===== config.mk =====
export PLATFORM = sky130hd
export DESIGN_NAME = bitmap_run_search
export DESIGN_NICKNAME = d
export VERILOG_FILES = /design/src/rtl/brs_pkg.sv /design/src/rtl/bitmap_run_search.sv /design/src/rtl/brs_ctrl.sv /design/src/rtl/brs_dpath.sv
export SDC_FILE = /design/constraint.sdc
export NUM_CORES = 2
export LEC_CHECK = 0
export BUFFER_PORTS_ARGS = -buffer_cell sky130_fd_sc_hd__buf_2
export CAP_MARGIN = 20
export CORE_AREA = 2 2 446 360
export CTS_BUF_LIST = sky130_fd_sc_hd__clkbuf_4 sky130_fd_sc_hd__clkbuf_8
export CTS_CLUSTER_DIAMETER = 40
export DETAILED_ROUTE_END_ITERATION = 8
export DIE_AREA = 0 0 448 362
export PLACE_DENSITY_LB_ADDON = 0.12
export SETUP_SLACK_MARGIN = 0.4
export SLEW_MARGIN = 20
export SYNTH_ARGS = -nofsm -noshare
export SYNTH_HDL_FRONTEND = slang
export SYNTH_SLANG_ARGS = --single-unit

===== constraint.sdc =====
create_clock -name clk -period 7.1 [get_ports clk]
set_input_delay 0.355 -clock clk [delete_from_list [all_inputs] [get_ports clk]]
set_output_delay 0.355 -clock clk [all_outputs]
set_load 0.03 [all_outputs]

===== src/rtl/brs_pkg.sv =====
// Shared types and constants of the bitmap run search block.
`default_nettype none

package brs_pkg;

  // Fixed field widths.
  localparam int ENTRY_W    = 11;  // entry_count, run_length, start_position
  localparam int POS_W      = 12;  // internal positions, with room for one word past the limit
  localparam int IDX_W      = 4;   // word_index
  localparam int DATA_W     = 64;  // word_data
  localparam int CFG_ADDR_W = 3;
  localparam int CFG_DATA_W = 32;

  // Input word kinds, carried on in_tuser.
  localparam logic OP_WRITE  = 1'b0;
  localparam logic OP_SEARCH = 1'b1;

  // Register index (paddr[2]) and reset value.
  localparam logic               REG_ENTRY_COUNT = 1'b0;
  localparam logic [ENTRY_W-1:0] ENTRY_COUNT_RST = 11'd1024;

  typedef enum logic [1:0] {
    ST_CLEAR,
    ST_IDLE,
    ST_SCAN,
    ST_DONE
  } brs_state_t;

  typedef struct packed {
    logic clr;       // clear one memory word
    logic wr;        // store the input word
    logic start;     // begin a search with the input fields
    logic out_load;  // move the search result into the output register
  } brs_cmd_t;

  typedef struct packed {
    logic clr_last;   // clearing pass is at its last word
    logic scan_done;  // scan stopped and pipeline drained
  } brs_sts_t;

endpackage

`default_nettype wire


===== src/rtl/bitmap_run_search.sv =====
// Top level of the bitmap run search block: ports, configuration register, controller and datapath.
// Writes give no result and may follow back to back. A search scans the words that hold the
// first min(entry_count, WORD_BITS * WORD_COUNT) entries; a hit ends the scan early, and a zero
// run length or entry count ends it before any word is issued. No word is accepted while a search
// runs; once its result has moved to the output register, the next word can be taken.
// Reset (rst_n low, synchronous) clears control state and sets entry_count to 1024; a clearing
// pass then zeroes the bitmap, during which no input word is accepted.
`default_nettype none

module bitmap_run_search
  import brs_pkg::*;
#(
  parameter int WORD_BITS  = 64,
  parameter int WORD_COUNT = 16
) (
  input  wire logic                  clk,
  input  wire logic                  rst_n,

  // Input stream.
  input  wire logic                  in_tvalid,
  output logic                       in_tready,
  // in_tdata, from bit 0 up: word_index[3:0], word_data[67:4], want_clear[68],
  // run_length[79:69].
  input  wire logic [79:0]           in_tdata,
  // in_tuser: operation (0 writes a word, 1 searches).
  input  wire logic                  in_tuser,

  // Result stream.
  output logic                       out_tvalid,
  input  wire logic                  out_tready,
  // out_tdata, from bit 0 up: start_position[10:0], zero padding[15:11].
  output logic [15:0]                out_tdata,
  // out_tuser: found.
  output logic                       out_tuser,

  // Configuration port.
  input  wire logic                  cfg_psel,
  input  wire logic                  cfg_penable,
  input  wire logic                  cfg_pwrite,
  input  wire logic [CFG_ADDR_W-1:0] cfg_paddr,
  input  wire logic [CFG_DATA_W-1:0] cfg_pwdata,
  output logic      [CFG_DATA_W-1:0] cfg_prdata,
  output logic                       cfg_pready
);

  // The only register, entry_count, sits at byte address 0. Bit 2 of the
  // address selects the register slot; writes to the empty slot are dropped.
  logic [ENTRY_W-1:0] entry_count_r;
  logic               cfg_wr;

  assign cfg_pready = 1'b1;
  assign cfg_wr     = cfg_psel && cfg_penable && cfg_pwrite && cfg_pready;

  always_ff @(posedge clk) begin
    if (!rst_n) begin
      entry_count_r <= ENTRY_COUNT_RST;
    end else if (cfg_wr && (cfg_paddr[2] == REG_ENTRY_COUNT)) begin
      entry_count_r <= cfg_pwdata[ENTRY_W-1:0];
    end
  end

  always_comb begin
    cfg_prdata = '0;
    if (cfg_paddr[2] == REG_ENTRY_COUNT) begin
      cfg_prdata = CFG_DATA_W'(entry_count_r);
    end
  end

  // The controller sequences the clearing pass, accepts words and hands the
  // finished search result to the output register. The datapath holds the
  // bitmap memory and a four-stage scan pipeline: memory read, match vector
  // and run window, per-word features (leading and trailing matches and the
  // first run fully inside the word), and the combine step that carries the
  // open run across word boundaries.
  brs_cmd_t           cmd;
  brs_sts_t           sts;
  logic [ENTRY_W-1:0] out_pos;
  logic               out_found;

  brs_ctrl u_ctrl (
    .clk        (clk),
    .rst_n      (rst_n),
    .in_tvalid  (in_tvalid),
    .in_op      (in_tuser),
    .in_tready  (in_tready),
    .out_tvalid (out_tvalid),
    .out_tready (out_tready),
    .sts        (sts),
    .cmd        (cmd)
  );

  brs_dpath #(
    .WORD_BITS  (WORD_BITS),
    .WORD_COUNT (WORD_COUNT)
  ) u_dpath (
    .clk         (clk),
    .rst_n       (rst_n),
    .cmd         (cmd),
    .sts         (sts),
    .entry_count (entry_count_r),
    .word_index  (in_tdata[3:0]),
    .word_data   (in_tdata[67:4]),
    .want_clear  (in_tdata[68]),
    .run_length  (in_tdata[79:69]),
    .out_pos     (out_pos),
    .out_found   (out_found)
  );

  assign out_tdata = {5'b0, out_pos};
  assign out_tuser = out_found;

endmodule

`default_nettype wire


===== src/rtl/brs_ctrl.sv =====
// Controller state machine of the bitmap run search block.
`default_nettype none

module brs_ctrl
  import brs_pkg::*;
(
  input  wire logic     clk,
  input  wire logic     rst_n,
  input  wire logic     in_tvalid,
  input  wire logic     in_op,
  output logic          in_tready,
  output logic          out_tvalid,
  input  wire logic     out_tready,
  input  wire brs_sts_t sts,
  output brs_cmd_t      cmd
);

  brs_state_t state_r, state_nxt;
  logic       out_valid_r, out_valid_nxt;

  always_ff @(posedge clk) begin
    if (!rst_n) begin
      state_r     <= ST_CLEAR;
      out_valid_r <= 1'b0;
    end else begin
      state_r     <= state_nxt;
      out_valid_r <= out_valid_nxt;
    end
  end

  always_comb begin
    state_nxt     = state_r;
    out_valid_nxt = out_valid_r && !out_tready;
    in_tready     = 1'b0;
    cmd           = '0;
    case (state_r)
      ST_CLEAR: begin
        cmd.clr = 1'b1;
        if (sts.clr_last) begin
          state_nxt = ST_IDLE;
        end
      end
      ST_IDLE: begin
        in_tready = 1'b1;
        if (in_tvalid) begin
          if (in_op == OP_WRITE) begin
            cmd.wr = 1'b1;
          end else begin
            cmd.start = 1'b1;
            state_nxt = ST_SCAN;
          end
        end
      end
      ST_SCAN: begin
        if (sts.scan_done) begin
          state_nxt = ST_DONE;
        end
      end
      ST_DONE: begin
        // Wait until the output register is free or being emptied.
        if (!out_valid_r || out_tready) begin
          cmd.out_load  = 1'b1;
          out_valid_nxt = 1'b1;
          state_nxt     = ST_IDLE;
        end
      end
      default: begin
        state_nxt = ST_CLEAR;
      end
    endcase
  end

  assign out_tvalid = out_valid_r;

endmodule

`default_nettype wire


===== src/rtl/brs_dpath.sv =====
// Datapath of the bitmap run search block: bitmap memory and scan pipeline.
`default_nettype none

module brs_dpath
  import brs_pkg::*;
#(
  parameter int WORD_BITS  = 64,
  parameter int WORD_COUNT = 16
) (
  input  wire logic               clk,
  input  wire logic               rst_n,
  input  wire brs_cmd_t           cmd,
  output brs_sts_t                sts,
  input  wire logic [ENTRY_W-1:0] entry_count,
  input  wire logic [IDX_W-1:0]   word_index,
  input  wire logic [DATA_W-1:0]  word_data,
  input  wire logic               want_clear,
  input  wire logic [ENTRY_W-1:0] run_length,
  output logic      [ENTRY_W-1:0] out_pos,
  output logic                    out_found
);

  localparam int ADDR_W = (WORD_COUNT > 1) ? $clog2(WORD_COUNT) : 1;
  localparam int LOG_W  = $clog2(WORD_BITS);
  localparam int CNT_W  = $clog2(WORD_BITS + 1);
  localparam int K_MAX  = $clog2(WORD_BITS + 1) - 1;
  localparam int KS_W   = (K_MAX > 0) ? $clog2(K_MAX + 1) : 1;
  localparam int TOTAL  = WORD_BITS * WORD_COUNT;
  localparam logic [POS_W-1:0] W_POS = POS_W'(WORD_BITS);

  // Search limit: entries beyond storage do not exist.
  logic [ENTRY_W-1:0] limit;
  assign limit = (32'(entry_count) > TOTAL) ? ENTRY_W'(TOTAL) : entry_count;

  // Bitmap memory and clearing pass.
  logic [WORD_BITS-1:0] mem [WORD_COUNT];
  logic [WORD_BITS-1:0] rd_data_r;
  logic [ADDR_W-1:0]    clr_addr_r;
  logic [ADDR_W-1:0]    iss_addr_r;
  logic                 wr_ok;
  logic [ADDR_W-1:0]    wr_addr;

  assign wr_ok   = 32'(word_index) < WORD_COUNT;
  assign wr_addr = ADDR_W'(word_index);

  always_ff @(posedge clk) begin
    if (cmd.clr) begin
      mem[clr_addr_r] <= '0;
    end else if (cmd.wr && wr_ok) begin
      mem[wr_addr] <= word_data[WORD_BITS-1:0];
    end
    rd_data_r <= mem[iss_addr_r];
  end

  always_ff @(posedge clk) begin
    if (!rst_n) begin
      clr_addr_r <= '0;
    end else if (cmd.clr) begin
      clr_addr_r <= clr_addr_r + ADDR_W'(1);
    end
  end

  assign sts.clr_last = (32'(clr_addr_r) == WORD_COUNT - 1);

  // Search setup. A run of n bits is the AND of two overlapping windows of
  // 2^k bits, with 2^k <= n < 2^(k+1), the second shifted by n - 2^k.
  logic               want_r;
  logic [ENTRY_W-1:0] need_r;
  logic [KS_W-1:0]    ksel_r, ksel_nxt;
  logic [LOG_W-1:0]   dsh_r, dsh_nxt;
  logic               inner_ok_r, inner_ok_nxt;

  always_comb begin
    ksel_nxt = '0;
    for (int k = 0; k <= K_MAX; k++) begin
      if (32'(run_length) >= (32'd1 << k)) begin
        ksel_nxt = KS_W'(k);
      end
    end
    dsh_nxt      = LOG_W'(32'(run_length) - (32'd1 << ksel_nxt));
    inner_ok_nxt = (run_length != '0) && (32'(run_length) <= WORD_BITS);
  end

  always_ff @(posedge clk) begin
    if (cmd.start) begin
      want_r     <= want_clear;
      need_r     <= run_length;
      ksel_r     <= ksel_nxt;
      dsh_r      <= dsh_nxt;
      inner_ok_r <= inner_ok_nxt;
    end
  end

  // Word issue.
  logic                 iss_on_r;
  logic [POS_W-1:0]     iss_base_r;
  logic [POS_W-1:0]     base_step;
  logic [POS_W-1:0]     rem;
  logic [WORD_BITS-1:0] mask_nxt;
  logic                 issuing;
  logic                 hit_r;

  assign issuing   = iss_on_r && !hit_r;
  assign base_step = iss_base_r + W_POS;
  assign rem       = POS_W'(limit) - iss_base_r;

  always_comb begin
    for (int b = 0; b < WORD_BITS; b++) begin
      mask_nxt[b] = POS_W'(b) < rem;
    end
  end

  always_ff @(posedge clk) begin
    if (!rst_n) begin
      iss_on_r <= 1'b0;
    end else if (cmd.start) begin
      iss_on_r <= (run_length != '0) && (limit != '0);
    end else if (hit_r || (iss_on_r && base_step >= POS_W'(limit))) begin
      iss_on_r <= 1'b0;
    end
  end

  always_ff @(posedge clk) begin
    if (cmd.start) begin
      iss_addr_r <= '0;
      iss_base_r <= '0;
    end else if (issuing) begin
      iss_addr_r <= iss_addr_r + ADDR_W'(1);
      iss_base_r <= base_step;
    end
  end

  // Stage A: read data arrives; build match vector and the 2^k window.
  logic                 a_vld_r;
  logic [POS_W-1:0]     a_base_r;
  logic [WORD_BITS-1:0] a_mask_r;
  logic [WORD_BITS-1:0] m_a;
  logic [WORD_BITS-1:0] pk [K_MAX+1];

  always_ff @(posedge clk) begin
    if (issuing) begin
      a_base_r <= iss_base_r;
      a_mask_r <= mask_nxt;
    end
  end

  always_comb begin
    m_a   = (rd_data_r ^ {WORD_BITS{want_r}}) & a_mask_r;
    pk[0] = m_a;
    for (int k = 1; k <= K_MAX; k++) begin
      pk[k] = pk[k-1] & (pk[k-1] >> (1 << (k - 1)));
    end
  end

  // Stage B: word features.
  logic                 b_vld_r;
  logic [POS_W-1:0]     b_base_r;
  logic [WORD_BITS-1:0] b_m_r;
  logic [WORD_BITS-1:0] b_pk_r;
  logic [WORD_BITS-1:0] win;
  logic [LOG_W-1:0]     ipos_b;
  logic [CNT_W-1:0]     t0_b;
  logic [CNT_W-1:0]     h_b;

  always_ff @(posedge clk) begin
    b_base_r <= a_base_r;
    b_m_r    <= m_a;
    b_pk_r   <= pk[ksel_r];
  end

  always_comb begin
    win    = b_pk_r & (b_pk_r >> dsh_r);
    ipos_b = '0;
    t0_b   = CNT_W'(WORD_BITS);
    for (int b = WORD_BITS - 1; b >= 0; b--) begin
      if (win[b]) begin
        ipos_b = LOG_W'(b);
      end
      if (!b_m_r[b]) begin
        t0_b = CNT_W'(b);
      end
    end
    h_b = CNT_W'(WORD_BITS);
    for (int b = 0; b < WORD_BITS; b++) begin
      if (!b_m_r[b]) begin
        h_b = CNT_W'(WORD_BITS - 1 - b);
      end
    end
  end

  // Stage C: combine features with the run carried from earlier words.
  logic               c_vld_r;
  logic [POS_W-1:0]   c_base_r;
  logic [CNT_W-1:0]   c_t0_r;
  logic [CNT_W-1:0]   c_h_r;
  logic               c_all_r;
  logic               c_ihit_r;
  logic [LOG_W-1:0]   c_ipos_r;

  always_ff @(posedge clk) begin
    c_base_r <= b_base_r;
    c_t0_r   <= t0_b;
    c_h_r    <= h_b;
    c_all_r  <= &b_m_r;
    c_ihit_r <= inner_ok_r && (|win);
    c_ipos_r <= ipos_b;
  end

  always_ff @(posedge clk) begin
    if (!rst_n) begin
      a_vld_r <= 1'b0;
      b_vld_r <= 1'b0;
      c_vld_r <= 1'b0;
    end else begin
      a_vld_r <= issuing;
      b_vld_r <= a_vld_r;
      c_vld_r <= b_vld_r;
    end
  end

  logic [POS_W-1:0]   carry_r;
  logic [POS_W-1:0]   seg_r;
  logic [ENTRY_W-1:0] res_pos_r;
  logic               res_found_r;
  logic [POS_W-1:0]   sum;
  logic [POS_W-1:0]   seg;
  logic               take;
  logic               hit_lead;
  logic               hit_inner;

  assign sum       = carry_r + POS_W'(c_t0_r);
  assign seg       = (carry_r == '0) ? c_base_r : seg_r;
  assign take      = c_vld_r && !hit_r;
  assign hit_lead  = sum >= POS_W'(need_r);
  assign hit_inner = !c_all_r && c_ihit_r;

  always_ff @(posedge clk) begin
    if (!rst_n) begin
      hit_r <= 1'b0;
    end else if (cmd.start) begin
      hit_r <= 1'b0;
    end else if (take && (hit_lead || hit_inner)) begin
      hit_r <= 1'b1;
    end
  end

  always_ff @(posedge clk) begin
    if (cmd.start) begin
      carry_r     <= '0;
      seg_r       <= '0;
      res_pos_r   <= entry_count;
      res_found_r <= 1'b0;
    end else if (take) begin
      if (hit_lead) begin
        res_pos_r   <= ENTRY_W'(seg);
        res_found_r <= 1'b1;
      end else if (hit_inner) begin
        res_pos_r   <= ENTRY_W'(c_base_r + POS_W'(c_ipos_r));
        res_found_r <= 1'b1;
      end else if (c_all_r) begin
        carry_r <= sum;
        seg_r   <= seg;
      end else begin
        carry_r <= POS_W'(c_h_r);
        seg_r   <= c_base_r + W_POS - POS_W'(c_h_r);
      end
    end
  end

  assign sts.scan_done = !iss_on_r && !a_vld_r && !b_vld_r && !c_vld_r;

  // Output register.
  always_ff @(posedge clk) begin
    if (cmd.out_load) begin
      out_pos   <= res_pos_r;
      out_found <= res_found_r;
    end
  end

endmodule

`default_nettype wire

# Yosys cells after proc, flatten, opt, wreduce, memory -nomap -nowiden
# Memories as Yosys holds them, arrays and structs flattened. A register that Yosys moved wholly into a read port is not among the register bits.
# Index checks and enable logic that the tools add are counted.
[op_classes]
mux = 235
n_addsub = 9
n_reduce_logical = 59
bitwise_logic = 14
n_lt_le_gt_ge = 75
shift = 2
eq_ne = 9
[ops]
columns = ["operator", "count"]
rows = [
  ["6-bit 2-to-1 mux", 94],
  ["6-bit by 12-bit less-than comparator with 1-bit output (first input constant)", 32],
  ["5-bit 2-to-1 mux", 48],
  ["64-bit binary-select mux with 3-bit select", 1],
  ["5-bit by 12-bit less-than comparator with 1-bit output (first input constant)", 16],
  ["64-bit 2-to-1 mux", 3],
  ["64-bit AND", 2],
  ["64-bit OR reduction", 2],
  ["63-bit AND reduction", 2],
  ["4-bit 2-to-1 mux", 25],
  ["4-bit by 12-bit less-than comparator with 1-bit output (first input constant)", 8],
  ["11-bit 2-to-1 mux", 8],
  ["64-bit by 32-bit AND with 64-bit output", 1],
  ["64-bit by 48-bit AND with 64-bit output", 1],
  ["64-bit by 56-bit AND with 64-bit output", 1],
  ["64-bit by 60-bit AND with 64-bit output", 1],
  ["64-bit by 62-bit AND with 64-bit output", 1],
  ["64-bit by 63-bit AND with 64-bit output", 1],
  ["32-bit AND reduction", 2],
  ["64-bit AND reduction", 1],
  ["64-bit by 6-bit right shift with 64-bit output", 1],
  ["64-bit XOR", 1],
  ["3-bit 2-to-1 mux", 17],
  ["3-bit by 12-bit less-than comparator with 1-bit output (first input constant)", 4],
  ["52 further kinds", 130],
]
[word_totals]
output_inout_bits = 52
mem_bits_rw = 1024
n_memories = 1
ff_bits = 355
in_bits = 123
word_cells = 454
[mem_list]
columns = ["name", "words", "word_bits", "rd", "rd_ports_with_merged_regs", "write_ports", "line_no", "source"]
rows = [
  ["u_dpath.mem", 16, 64, 1, 1, 1, "brs_dpath.sv:36", "logic [WORD_BITS-1:0] mem [WORD_COUNT];"],
]

# Depth between registers and ports, before layout
[logic_depth]
depth_word = 65
ltp_mapped = 19
ltp_nobuf = 18

# By module
# Synthesis repeated with hierarchy kept, for this count alone.
[unflattened]
hier_cells = 4276
hier_area_um2 = 63529.7
[modules_own_cells]
columns = ["mod", "seq_area_each_um2", "area_per_inst_um2", "cells_each", "instances"]
rows = [
  ["brs_dpath", 39517.9, 62521.2, 4161, 1],
  ["bitmap_run_search", 220.2, 747.0, 89, 1],
  ["brs_ctrl", 60.1, 261.5, 26, 1],
]

# Worst setup path before layout
# No wires, ideal clock.
[synth_timing]
path_type = "flip-flop to flip-flop"
startpoint = "register u_ctrl.state_r[1]"
endpoint = "memory u_dpath.mem[11][0] (enable)"
path_buffers = 1
path_stages_with_launch = 8
arrival_ns = 4.607
setup_time_ns = 0.487
synth_period_minus_slack_ns = 5.094
slack_ns = 2.006
t_required_ns = 6.613
path_cell_list = "dfxtp_1 inv_1 ha_1 nand2_1 nor3_1 clkbuf_1 a31oi_1 nor2_1"
[synth_between]
elab_chain_cells = 7
word_cells_on_any_way = 12
classes_between = "eq/ne: 1; mux: 9; reduce/logical: 2"
[synth_rtl]
columns = ["item", "line_no", "source"]
rows = [
  ["from (decl)", "brs_ctrl.sv:18", "brs_state_t state_r, state_nxt;"],
  ["from (signal assigned)", "brs_ctrl.sv:26", "state_r <= state_nxt;"],
  ["2-bit by 1-bit equality test with 1-bit output", "brs_ctrl.sv:36", "case (state_r)"],
  ["2-bit 2-to-1 mux", "brs_ctrl.sv:36", ""],
  ["1-bit 2-to-1 mux", "brs_dpath.sv:49", "end else if (cmd.wr && wr_ok) begin"],
  ["1-bit 2-to-1 mux", "brs_dpath.sv:47", "if (cmd.clr) begin"],
  ["1-bit 2-to-1 mux (not written as such)", "brs_dpath.sv:50", "mem[wr_addr] <= word_data[WORD_BITS-1:0];"],
  ["64-bit OR reduction (no line)", "n/a", ""],
  ["4-bit 2-to-1 mux (no line) / 1-bit 2-to-1 mux (equally long branches)", "n/a", ""],
  ["to (decl)", "brs_dpath.sv:36", ""],
]
# Parallel ways exist; a longest one is shown, timed or not.

# Final worst setup path
[layout_timing]
startpoint = "register u_dpath.carry_r[0]"
endpoint = "register u_dpath.seg_r[2]"
[layout_between]
elab_chain_cells = 4
word_cells_on_any_way = 7
classes_between = "add/sub: 1; order compare: 1; mux: 2; bitwise: 1; reduce/logical: 2"
[layout_rtl]
columns = ["item", "line_no", "source"]
rows = [
  ["from (decl)", "brs_dpath.sv:221", "logic [POS_W-1:0] carry_r;"],
  ["from (signal assigned)", "brs_dpath.sv:261", "carry_r <= sum;"],
  ["from (signal assigned)", "brs_dpath.sv:264", "carry_r <= POS_W'(c_h_r);"],
  ["12-bit by 7-bit adder with 12-bit output", "brs_dpath.sv:231", "assign sum = carry_r + POS_W'(c_t0_r);"],
  ["12-bit by 11-bit greater-or-equal comparator with 1-bit output", "brs_dpath.sv:234", "assign hit_lead = sum >= POS_W'(need_r);"],
  ["1-bit NOT (no line)", "n/a", ""],
  ["3-bit AND reduction (no line)", "n/a", ""],
  ["to (signal assigned)", "brs_dpath.sv:262", "seg_r <= seg;"],
  ["to (signal assigned)", "brs_dpath.sv:265", "seg_r <= c_base_r + W_POS - POS_W'(c_h_r);"],
  ["to (decl)", "brs_dpath.sv:222", "logic [POS_W-1:0] seg_r;"],
]
# Parallel ways exist; a longest one is shown, timed or not.
# A chain may end at the register's enable or synchronous reset.

==> flow_summary.ini <==
[critical_path]
cp-start-kind = register
crit_path_end_kind = register
crit_type = reg2reg
slowest_stage = or3_1
r2r_slack_ns = 2.05
reg2reg_depth = 18
crit_buf_inv = 0
path_cells = ha_1 > fa_1 > a21oi_1 > nor2_1 > nor2_1 > o21bai_1 > a21oi_1 > nor2b_1 > o21ai_0 > nor2_1 > xor2_1 > ha_1 > a21oi_1 > o31ai_1 > a211o_1 > or3_1 > nor3_1 > a32o_1
worstPathArrival_ns = 5.91
crit_fanout = 16
slowest_delay_ns = 0.64
crit_required_ns = 7.96
reg2reg_from = u_dpath.carry_r[0]$_SDFFE_PP0P_
r2r_end = u_dpath.seg_r[2]$_SDFFE_PP0P_
critical_path.top_delay_family = compound AO/OA/AOI/OAI gates

[placement]
routabilityCongestion = 0.992
pre_cts_slack_ns = 2.07
port_buffers = 124
hpwl_um = 114000

[global_route]
track_usage_pct = 22.6
overflow = 0
grt_antenna_before_repair = 11
grt_max_degree = 145
grt_pass1_wl_um = 268000
grt_pass1_vias = 38800

[logic_synthesis]
yosys_warnings = 0
ys_seq_elements = 1419
ys.flop_type = edfxtp_1
ys_async_sr_fraction_pct = 0
syn_avg_cell_area_um2 = 14.8
synthDistinctLibCells = 102
netlist_instances = 4250
syn-cell-area_um2 = 62800
synth_edf_count = 1138
synth-seq-area-share_pct = 63.4

[power]
clkPwrFrac_pct = 44.5
power_switching_mw = 3.72
power.leakage_nw = 25.9
switching_share_pct = 21.8
comb_power_share_pct = 2.4
power_density_nw_per_um2 = 238
power.total_mw = 17.1
p_int_mw = 13.4
seq_power_share_pct = 53.0
ir_drop_mv = 0.165

[clock_network]
cts_num_sinks = 1419
clk_latency_ns = 0.94
path_clk_slew_ns = 0.07
htree_num_levels = 4
clk_path_buf_depth = 3
cts-root-buf = clkbuf_8
cts_buffers = 233
cts_tree = built

[floorplan]
io_pins = 175
die_x_um = 448
core_area_um2 = 158000
fp.dieH_um = 362
dieArea_um2 = 162000
num_rows = 131
initial_core_util_pct = 39.7

[hold_path]
hold_depth = 2
min_path_type = in2reg
min_from = in_tdata[33]
hold_end = u_dpath.mem[4][29]$_DFFE_PP_

[timing]
clock-skew-final_ns = 0.0456
holdWs_ns = 0.0649
max_freq_mhz = 198
finalHoldViolCount = 0
slew_headroom_pct = 26.4
fin_crit_sh_pct = 71.1
setup_viol = 0
finalWorstSetupSlack_ns = 2.05
rsz0062_at_grt = no
fin_setup_tns_ns = 0
final_max_slew_viol_count = 0
tightestPinTransition_ns = 1.09
min_period_ns = 5.05

[layout]
drive_above_1_share_pct = 22.8
area_growth_pct = 14.7
fin_nets = 4739
fill_cells = 14000
final_common_cell = edfxtp_1
multiInputGateArea_um2 = 21400
mostFrequentLayoutCells = edfxtp_1 (1138), nand2_1 (403), mux4_2 (402), dfxtp_1 (277), clkbuf_8 (261)
register_area_um2 = 39800

[detailed_routing]
drtPass1Iterations = 5
first_iter_violations = 3814
drc_errors = 0
ant_nets = 0
vias = 38800
post_drt_wl_per_cell_um = 26.6
wirelength_um = 184000
vias_per_cell = 5.62

[run_status]
status = complete, no violations

[job]
drv_cap = 0
## worst max-delay path by stage
stage | start | cells after the start | to | slack [ns]
floorplan | u_ctrl.state_r[1]$_SDFFE_PN0P_ | 7 | u_dpath.mem[11][0]$_DFFE_PP_ | 2.01
global placement | u_dpath.carry_r[0]$_SDFFE_PP0P_ | 18 | u_dpath.seg_r[5]$_SDFFE_PP0P_ | 2.06
detailed placement | u_dpath.carry_r[0]$_SDFFE_PP0P_ | 18 | u_dpath.seg_r[2]$_SDFFE_PP0P_ | 2.07
CTS | u_dpath.carry_r[0]$_SDFFE_PP0P_ | 18 | u_dpath.seg_r[2]$_SDFFE_PP0P_ | 2.02
global route | u_dpath.carry_r[0]$_SDFFE_PP0P_ | 18 | u_dpath.seg_r[2]$_SDFFE_PP0P_ | 1.45
finish | u_dpath.carry_r[0]$_SDFFE_PP0P_ | 18 | u_dpath.seg_r[2]$_SDFFE_PP0P_ | 2.05
## cell families (layout without fill, tap and decap cells)
kind of cell | after synthesis | in the layout | synth area share (%)
AO/OA/AOI/OAI | 703 | 703 | 7.25
XOR/XNOR | 102 | 102 | 1.42
adder cells (fa/ha/maj) | 50 | 50 | 1.03
buffers and inverters | 420 | 918 | 2.92
flip-flops | 1419 | 1419 | 63.4
multiplexers | 505 | 505 | 16.2
other | 2 | 31 | 0.0120
AND/OR/NAND/NOR | 1049 | 1049 | 7.80
## cell type report
cell class	count	share of cell area, %
flip-flops and latches	1419	55.3
multi-input cells	2436	29.7
clock buffers	318	5.58
well taps	2128	3.70
repair buffers	307	3.34
clock inverters	124	1.47
inverters	169	0.883
diodes	4	0.0139
## power by group through the flow
stage | registers [mW] | logic, mW | clock network [mW]
after global placement | 9.25 | 0.386 | 0
final | 9.07 | 0.416 | 7.62
after CTS | 9.07 | 0.426 | 7.81
after detailed placement | 9.25 | 0.387 | 0
after floorplan | 9.23 | 0.232 | 0
after global routing | 9.08 | 0.443 | 8.17
## layer usage
metal / track usage [%] / vias up / wire length, um / share of wire, %
met2: 34.0 / 1415 / 83100 / 45
li1: - / 17200 / - / -
met3: 3.87 / 256 / 11700 / 6.3
met5: 0 / - / 0 / 0
met4: 5.94 / 0 / 3980 / 2.2
met1: 33.7 / 20000 / 84900 / 46
## what timing repair did
action	in CTS	in global routing
buffers inserted	0	0
hold endpoints to repair	742	0
hold buffers	103	0
gates resized for setup	0	0
## cells in the mapped netlist, types with 14 or more instances
cell	instances	area, um2
inv_1	165	619
a21o_1	21	158
or3_1	16	100
o21ai_0	165	826
o211ai_1	37	278
nand2_1	403	1510
nand3_1	77	385
clkbuf_1	149	559
a211o_1	14	123
buf_2	25	125
nand2b_1	23	144
a21oi_1	176	881
ha_1	47	588
mux2i_1	65	651
edfxtp_1	1138	34200
buf_4	30	225
a31oi_1	47	294
o31ai_1	18	135
a211oi_1	31	233
nor2_1	217	815
xor2_1	74	648
and2_1	101	632
nor2b_1	41	257
o22ai_1	15	93.8
a22oi_1	15	113
mux2_2	25	282
dfxtp_1	281	5630
nor3_1	58	290
nor4_1	26	163
nand4_1	29	181
buf_1	37	139
mux4_2	402	9050
a21boi_0	17	128
xnor2_1	28	245
## sequential cells by signal, summed over array words and instances, names as in the netlist, 2 cells and up
register / cells
u_dpath.mem: 1024
u_dpath.a_base_r: 5
u_dpath.ksel_r: 3
u_dpath.c_h_r: 7
u_dpath.b_pk_r: 64
u_dpath.res_pos_r: 11
u_dpath.iss_addr_r: 4
u_dpath.c_base_r: 5
u_dpath.dsh_r: 6
u_dpath.need_r: 11
u_ctrl.state_r: 2
u_dpath.iss_base_r: 6
u_dpath.b_base_r: 5
u_dpath.seg_r: 11
u_dpath.c_ipos_r: 6
u_dpath.a_mask_r: 64
u_dpath.carry_r: 12
u_dpath.clr_addr_r: 4
u_dpath.c_t0_r: 7
u_dpath.rd_data_r: 64
u_dpath.out_pos: 11
u_dpath.b_m_r: 64
entry_count_r: 11
## per-stage QoR
stage	utilization [%]	instances	instance area, um2
3_3_place_gp	41.7	6354	65800
2_1_floorplan	-	4275	62900
6_report	45.6	6905	72000
5_1_grt	45.6	6903	72000
4_1_cts	45.6	6900	72000
3_5_place_dp	41.7	6355	65900
## worst reg2reg max path: cells and delay by family (launching register included)
family                     cells  cell delay, ns
adders and majority gates      3            0.91
DFF                            1            0.34
and+or+nand+nor                6            1.65
AOI/OAI and AO/OA              8            1.89
xor gates and xnor gates       1            0.21
Power figures use the tool's default switching activity.
